$ cat src/design/kpps_cell.sv
// one cell of the center coordinate ring
module kpps_cell (
  input  logic                     clk_i,
  input  logic                     shift_i,
  input  logic signed [15:0]       coord_i,
  output logic signed [15:0]       coord_o
);
  logic signed [15:0] coord_q;

  always_ff @(posedge clk_i) begin
    if (shift_i) begin
      coord_q <= coord_i;
    end
  end

  assign coord_o = coord_q;
endmodule

$ cat config.mk
export PLATFORM = sky130hd
export DESIGN_NAME = kpps_cell
export DESIGN_NICKNAME = d
export VERILOG_FILES = /design/src/design/kpps_cell.sv
export SDC_FILE = /design/constraint.sdc
export NUM_CORES = 1
export LEC_CHECK = 0
export BUFFER_PORTS_ARGS = -buffer_cell sky130_fd_sc_hd__buf_4
export CORE_MARGIN = 2
export CORE_UTILIZATION = 37
export CTS_BUF_LIST = sky130_fd_sc_hd__clkbuf_8 sky130_fd_sc_hd__clkbuf_16
export CTS_CLUSTER_DIAMETER = 80
export DETAILED_ROUTE_END_ITERATION = 10
export PLACE_DENSITY = 0.74
export SYNTH_ARGS = -nofsm -noshare
export SYNTH_HDL_FRONTEND = slang
export SYNTH_SLANG_ARGS = --single-unit
$ cat constraint.sdc
create_clock -name clk_i -period 0.8 [get_ports clk_i]
set_input_delay 0.12 -clock clk_i [delete_from_list [all_inputs] [get_ports clk_i]]
set_output_delay 0.12 -clock clk_i [all_outputs]
set_load 0.02 [all_outputs]
==> results of run 1 <==
[power groups by stage]
stage | sequential, mW | combinational (mW) | clock [mW]
final | 1.03 | 0.297 | 0.584
after global routing | 1.04 | 0.311 | 0.622
after CTS | 1.03 | 0.297 | 0.598
after detailed placement | 1.03 | 0.262 | 0
after global placement | 1.03 | 0.255 | 0
after floorplan | 1.12 | 0 | 0
[logic make-up after synthesis]
| family | share of synthesized area |
|---|---|
| DFF | 1.000 |
[worst max path at each step]
stage	cells after the start	end	slack, ps
2_1_floorplan	0	coord_o[0]	230
3_3_place_gp	1	coord_o[2]	160
3_5_place_dp	1	coord_o[14]	150
4_1_cts	1	coord_o[2]	-120
5_1_grt	1	coord_o[7]	-140
6_report	1	coord_o[5]	-130
[metal layers]
| metal | vias to the layer above | routed length [um] | share of wire | global-route usage |
|---|---|---|---|---|
| met3 | 2 | 95 | 0.093 | 0.06111 |
| met2 | 20 | 591 | 0.58 | 0.2500 |
| met1 | 130 | 322 | 0.32 | 0.1328 |
| li1 | 139 | - | - | - |
| met5 | - | 0 | 0 | 0 |
| met4 | 0 | 8 | 0.0079 | 0.07759 |
[cells in the final DEF (no fill, tap or decap)]
cell | Yosys | final
sky130_fd_sc_hd__buf_6 | 0 | 16
sky130_fd_sc_hd__clkinv_1 | 0 | 1
sky130_fd_sc_hd__buf_4 | 0 | 17
sky130_fd_sc_hd__edfxtp_1 | 16 | 16
sky130_fd_sc_hd__clkbuf_8 | 0 | 3
[per-stage QoR]
stage / hold WS [ps] / util / TNS [ps]
after floorplan: 218.9 / - / 0
after global placement: 298.2 / 0.6450 / 0
after detailed placement: 299.8 / 0.6450 / 0
after CTS: 45.13 / 0.7327 / -1532
after global routing: 40.81 / 0.7359 / -1879
final: 51.24 / 0.7359 / -1434
[final cells by class]
class,count,area [um2]
clock buffer,3,41.29
clock inverter,1,3.754
fill,75,305.3
sequential,16,480.5
tap,14,17.52
timing repair buffer,33,307.8
[timing repair]
item / in CTS / in global routing
setup endpoints to repair: 16 / 16
hold buffers: 0 / 0
buffers inserted: 0 / 0
gates resized for setup: 15 / 1
==> impl_table.tex, run 1 <==
\begin{tabular}{lr}
\hline
Metric & Value \\
\hline
\multicolumn{2}{l}{\textbf{Power and ir drop}} \\
Static Leakage & 0.3582 nW \\
Share of total power in combinational logic & 0.155 \\
Design internal power & 1.504 mW \\
Total power draw & 1.911 mW \\
Switching power share of the total & 0.2132 \\
Total power per unit cell area & 2246 nW/um2 \\
Switching power of the nets & 0.4076 mW \\
Portion of total power attributed to the clock network & 0.306 \\
Part of the power in registers & 0.539 \\
Peak ir drop on the vdd network & 1115 uV \\
\multicolumn{2}{l}{\textbf{Timing}} \\
Total setup violations reported at the end of the flow & 16 \\
Fmax & 1.076 GHz \\
Relative slew slack & 0.8684 \\
Endpoints failing hold & 0 \\
RSZ-0062 raised after global routing & yes \\
Final-report max-slew violation count & 0 \\
Worst-margin pin slew & 197.4 ps \\
Setup ws final & -129.3 ps \\
Final clock period utilization by the worst path & 1.162 \\
Minimum clock period & 929.3 ps \\
\multicolumn{2}{l}{\textbf{Final layout}} \\
Max reg flops & 16 \\
Number of multi-input logic gates & 0 \\
Post-route cell area & 850.8 um2 \\
Antenna diode instance count & 0 \\
Area occupied by multi-input gates & 0 um2 \\
Fraction of final layout cells with drive strength greater than 1 & 0.6792 \\
Non-filler instance count after layout & 67 \\
Number of nets at the end of the flow & 72 \\
Signed area change from the synthesized netlist to the final layout & 77.08\% \\
\multicolumn{2}{l}{\textbf{Synth}} \\
\#FFs+latches synth & 16 \\
Syn nets & 34 \\
Most numerous cell types in the synthesized netlist & sky130\_fd\_sc\_hd\_\_edfxtp\_1 \\
Synthesized area per cell & 30.03 um2 \\
Most frequently used flop master after synthesis & sky130\_fd\_sc\_hd\_\_edfxtp\_1 \\
Biggest area consumer among synthesized cells & sky130\_fd\_sc\_hd\_\_edfxtp\_1 \\
Share of the synthesized area in the top cell type & 1.000 \\
Post-synth EDFFs & 16 \\
Post-synthesis cell type count & 1 \\
Gate Count Post-Synth & 16 \\
Async S/R FF share, synth & 0 \\
Warnings, synthesis & 0 \\
Cell types occupying the most area after synthesis & sky130\_fd\_sc\_hd\_\_edfxtp\_1 \\
Cell with the most instances after synthesis & sky130\_fd\_sc\_hd\_\_edfxtp\_1 \\
Netlist area before placement & 480.5 um2 \\
Sequential fraction of the synthesis area & 1.000 \\
\multicolumn{2}{l}{\textbf{Critical path}} \\
Data arrival, critical path & 810 ps \\
Delay of the slowest cell on the worst path & 410 ps \\
Critical Path Source Type & register \\
Kind of critical path & register to output port \\
Req. time, crit path & 680 ps \\
Endpoint type of the worst setup path & output port \\
Critical Path, Cell by Cell & buf\_6 \\
Category of cells accounting for the largest share of critical-path delay & flip-flops \\
Critical path launch point & coord\_o[5] \\
Critical path buffer and inverter count & 1 \\
Largest fanout on the critical path & 1 \\
Max stage delay cell, worst path & sky130\_fd\_sc\_hd\_\_edfxtp\_1 \\
\multicolumn{2}{l}{\textbf{Run status}} \\
Run status & complete, but fails checks \\
Violated checks & setup timing \\
\multicolumn{2}{l}{\textbf{GRT}} \\
Number of antenna violations at the first check in global routing & 0 \\
Total track usage & 0.1406 \\
Largest net degree at the start of global routing & 17 \\
Vias in the first global route & 317 \\
Total grt overflow & 0 \\
First-pass GRT wire length & 1.352 mm \\
\multicolumn{2}{l}{\textbf{Clock network}} \\
Buffer type at the clock tree root & sky130\_fd\_sc\_hd\_\_clkbuf\_8 \\
Maximum clock path buffer count & 2 \\
Htree depth & 1 \\
CTS sink count & 16 \\
Clock buffer count from CTS & 3 \\
CTS tree & built \\
Clock transition at the register clock pins on the worst setup and hold paths after CTS & 60 ps \\
\multicolumn{2}{l}{\textbf{Floorplan}} \\
Floorplan Core Area & 1156 um2 \\
Vertical extent of the die & 40.04 um \\
Horizontal die dimension & 40.04 um \\
Initial core utilization & 0.4156 \\
Number of placement rows & 12 \\
Area of the die & 1603 um2 \\
Count of boundary I/O pins & 34 \\
\multicolumn{2}{l}{\textbf{Detailed routing}} \\
Post-detailed-route via-to-cell ratio & 4.343 \\
Routed wire per std cell & 15.18 um \\
First-pass iteration count of the detailed router & 2 \\
Final Routed Wirelength & 1.017 mm \\
Final ANT Viol Nets & 0 \\
Starting DRT DRC Count & 1 \\
Post-route DRC violation count & 0 \\
Vias after detailed routing & 291 \\
\multicolumn{2}{l}{\textbf{Place}} \\
Cells after DPL & 63 \\
Post-placement worst setup slack & 145.2 ps \\
Placer's final routability congestion estimate & 0.5953 \\
Count of input and output buffers & 33 \\
Placed inst area & 745.7 um2 \\
\multicolumn{2}{l}{\textbf{Worst hold path}} \\
Critical hold path startpoint & coord\_i[3] \\
Capture endpoint of the worst hold path & coord\_o[3] \\
Hold depth & 1 \\
Hold WC Path Type & input pin to register \\
\multicolumn{2}{l}{\textbf{Flow run}} \\
Max-cap check violation count & 0 \\
\hline
\end{tabular}
(Power assumes the default switching activity.)
==> run 2, diff against run 1 <==
--- a/config.mk
+++ b/config.mk
@@ -6,12 +6,14 @@
 export NUM_CORES = 1
 export LEC_CHECK = 0
 export BUFFER_PORTS_ARGS = -buffer_cell sky130_fd_sc_hd__buf_4
+export CELL_PAD_IN_SITES_DETAIL_PLACEMENT = 2
+export CELL_PAD_IN_SITES_GLOBAL_PLACEMENT = 2
 export CORE_MARGIN = 2
-export CORE_UTILIZATION = 37
+export CORE_UTILIZATION = 24
 export CTS_BUF_LIST = sky130_fd_sc_hd__clkbuf_8 sky130_fd_sc_hd__clkbuf_16
 export CTS_CLUSTER_DIAMETER = 80
 export DETAILED_ROUTE_END_ITERATION = 10
-export PLACE_DENSITY = 0.74
+export PLACE_DENSITY_LB_ADDON = 0.1
 export SYNTH_ARGS = -nofsm -noshare
 export SYNTH_HDL_FRONTEND = slang
 export SYNTH_SLANG_ARGS = --single-unit
==> run 2 against run 1 <==
Effect of this change:
- the run still ends with setup timing left
- setup slack better by 36 ps
- clock power down 3%
- critical endpoint is now coord_o[9]
- die area up 48%
- via count up 0.34%
- flip-flop and latch count unchanged
- maximum frequency up 4.0%
- worst hold slack better by 3.5 ps
- sequential power about the same
==> impl_table.tex, run 2 (synthesis results as in run 1) <==
\begin{tabular}{lr}
\hline
Metric & Value \\
\hline
\multicolumn{2}{l}{\textbf{Final layout}} \\
Top library cells by usage in the layout, fill and taps aside & sky130\_fd\_sc\_hd\_\_buf\_4, sky130\_fd\_sc\_hd\_\_edfxtp\_1, sky130\_fd\_sc\_hd\_\_buf\_6 \\
Most common library cell in the layout ignoring fill and taps & sky130\_fd\_sc\_hd\_\_buf\_4 \\
Max reg flops & 16 (unchanged) \\
Antenna diode instance count & 0 (unchanged) \\
Number of nets at the end of the flow & 72 (unchanged) \\
Post-route cell area & 863.3 um2 (+1.5\%) \\
Area occupied by multi-input gates & 0 um2 (unchanged) \\
Number of multi-input logic gates & 0 (unchanged) \\
Fraction of final layout cells with drive strength greater than 1 & 0.6923 (+0.01306) \\
Signed area change from the synthesized netlist to the final layout & 79.69\% \\
\multicolumn{2}{l}{\textbf{Clock network}} \\
Clock buffer count from CTS & 3 (unchanged) \\
Clock transition at the register clock pins on the worst setup and hold paths after CTS & 60 ps (about the same) \\
Post-CTS Setup Bufs & 0 (unchanged) \\
Htree depth & 1 (unchanged) \\
CTS sink count & 16 (unchanged) \\
Hold buffer count at cts & 0 (unchanged) \\
Maximum clock path buffer count & 2 (unchanged) \\
CTS tree & built \\
Cells resized by post-CTS repair & 16 (+1) \\
Buffer type at the clock tree root & sky130\_fd\_sc\_hd\_\_clkbuf\_8 \\
\multicolumn{2}{l}{\textbf{Power and ir drop}} \\
Peak ir drop on the vdd network & 1159 uV (+4.0\%) \\
Total power per unit cell area & 2186 nW/um2 (-2.7\%) \\
Static Leakage & 0.3566 nW (-0.44\%) \\
\multicolumn{2}{l}{\textbf{Detailed routing}} \\
First-pass iteration count of the detailed router & 1 (-1) \\
Starting DRT DRC Count & 0 (-1) \\
Final ANT Viol Nets & 0 (unchanged) \\
Final Routed Wirelength & 905 um (-11\%) \\
Routed wire per std cell & 11.46 um (-25\%) \\
Post-detailed-route via-to-cell ratio & 3.696 (-15\%) \\
Vias after detailed routing & 292 (+0.34\%) \\
Post-route DRC violation count & 0 (unchanged) \\
\multicolumn{2}{l}{\textbf{Timing}} \\
Endpoints failing hold & 0 (unchanged) \\
Final clock period utilization by the worst path & 1.117 (-0.04503) \\
Minimum clock period & 893.3 ps (-36.03 ps) \\
Relative slew slack & 0.8672 (-0.001165) \\
Post-Route Setup TNS & -1280 ps (+154.2 ps) \\
Worst-margin pin slew & 199.2 ps (+1.747 ps) \\
Setup ws final & -93.31 ps (+36.03 ps) \\
Final-report max-slew violation count & 0 (unchanged) \\
Fmax & 1.119 GHz (+4.0\%) \\
Total setup violations reported at the end of the flow & 16 (unchanged) \\
RSZ-0062 raised after global routing & yes \\
\multicolumn{2}{l}{\textbf{Place}} \\
Placed inst area & 762.0 um2 (+2.2\%) \\
Placer's final routability congestion estimate & 0.5804 (-2.5\%) \\
Count of input and output buffers & 33 (unchanged) \\
\multicolumn{2}{l}{\textbf{Critical path}} \\
Req. time, crit path & 680 ps (about the same) \\
Category of cells accounting for the largest share of critical-path delay & flip-flops \\
Kind of critical path & register to output port \\
Endpoint type of the worst setup path & output port \\
Delay of the slowest cell on the worst path & 390 ps (-20 ps) \\
Max stage delay cell, worst path & sky130\_fd\_sc\_hd\_\_edfxtp\_1 \\
Largest fanout on the critical path & 1 (unchanged) \\
Critical path buffer and inverter count & 1 (unchanged) \\
Critical Path Source Type & register \\
Data arrival, critical path & 770 ps (-40 ps) \\
Critical Path, Cell by Cell & buf\_6 \\
\multicolumn{2}{l}{\textbf{GRT}} \\
Total grt overflow & 0 (unchanged) \\
Largest net degree at the start of global routing & 17 (unchanged) \\
First-pass GRT wire length & 1.538 mm (+14\%) \\
Total track usage & 0.08862 (-0.05202) \\
Vias in the first global route & 350 (+10\%) \\
Number of antenna violations at the first check in global routing & 0 (unchanged) \\
\multicolumn{2}{l}{\textbf{Floorplan}} \\
Floorplan Core Area & 1922 um2 (+66\%) \\
Number of placement rows & 16 (+4) \\
Area of the die & 2376 um2 (+48\%) \\
Count of boundary I/O pins & 34 (unchanged) \\
Initial core utilization & 0.2500 (-0.1656) \\
Vertical extent of the die & 48.74 um (+22\%) \\
Horizontal die dimension & 48.74 um (+22\%) \\
\multicolumn{2}{l}{\textbf{Flow run}} \\
Max-cap check violation count & 0 (unchanged) \\
\multicolumn{2}{l}{\textbf{Run status}} \\
Run status & complete, but fails checks \\
Violated checks & setup timing \\
\multicolumn{2}{l}{\textbf{Worst hold path}} \\
Hold WC Path Type & input pin to register \\
\hline
\end{tabular}
## run 2: cell count changes in the layout (fill, tap and decap cells not counted), sizes merged
cell,change
clkinv,-1
## run 2: layer usage
layer  track usage  share of wire  vias to the layer above
met5             0              0                        -
met4       0.04286              0                        0
met3       0.04938           0.12                        0
met2        0.1484           0.52                       20
met1       0.08835           0.35                      135
li1              -              -                      137
## run 2: report_power, final
| group | internal, mW | switching, mW | leakage [nW] |
|---|---|---|---|
| Combinational | 0.166 | 0.127 | 0.178 |
| Clock | 0.332 | 0.236 | 0.0216 |
| Sequential | 0.999 | 0.0286 | 0.157 |
## run 2: stage by stage
stage / power, mW / setup WS (ps) / util / instances / hold WS [ps]
floorplan: 1.119 / 230.5 / - / 16 / 218.9
global placement: 1.286 / 149.4 / 0.3965 / 76 / 298.3
detailed placement: 1.293 / 138.1 / 0.3965 / 76 / 299.5
CTS: 1.911 / -106.6 / 0.4492 / 79 / 50.73
global route: 1.959 / -130.6 / 0.4492 / 79 / 44.97
finish: 1.887 / -93.31 / 0.4492 / 79 / 54.77
## run 2: layout make-up
cell class	count	area, um2
fill	199	1059
tap	27	33.78
clock buffer	3	41.29
timing repair buffer	33	307.8
sequential	16	480.5
## run 2: worst paths after layout
check	to	start	slack, ps	depth (start not counted)
worst min-delay path	coord_o[4]	coord_i[4]	50	1
worst max-delay path	coord_o[9]	coord_o[9]	-90	1
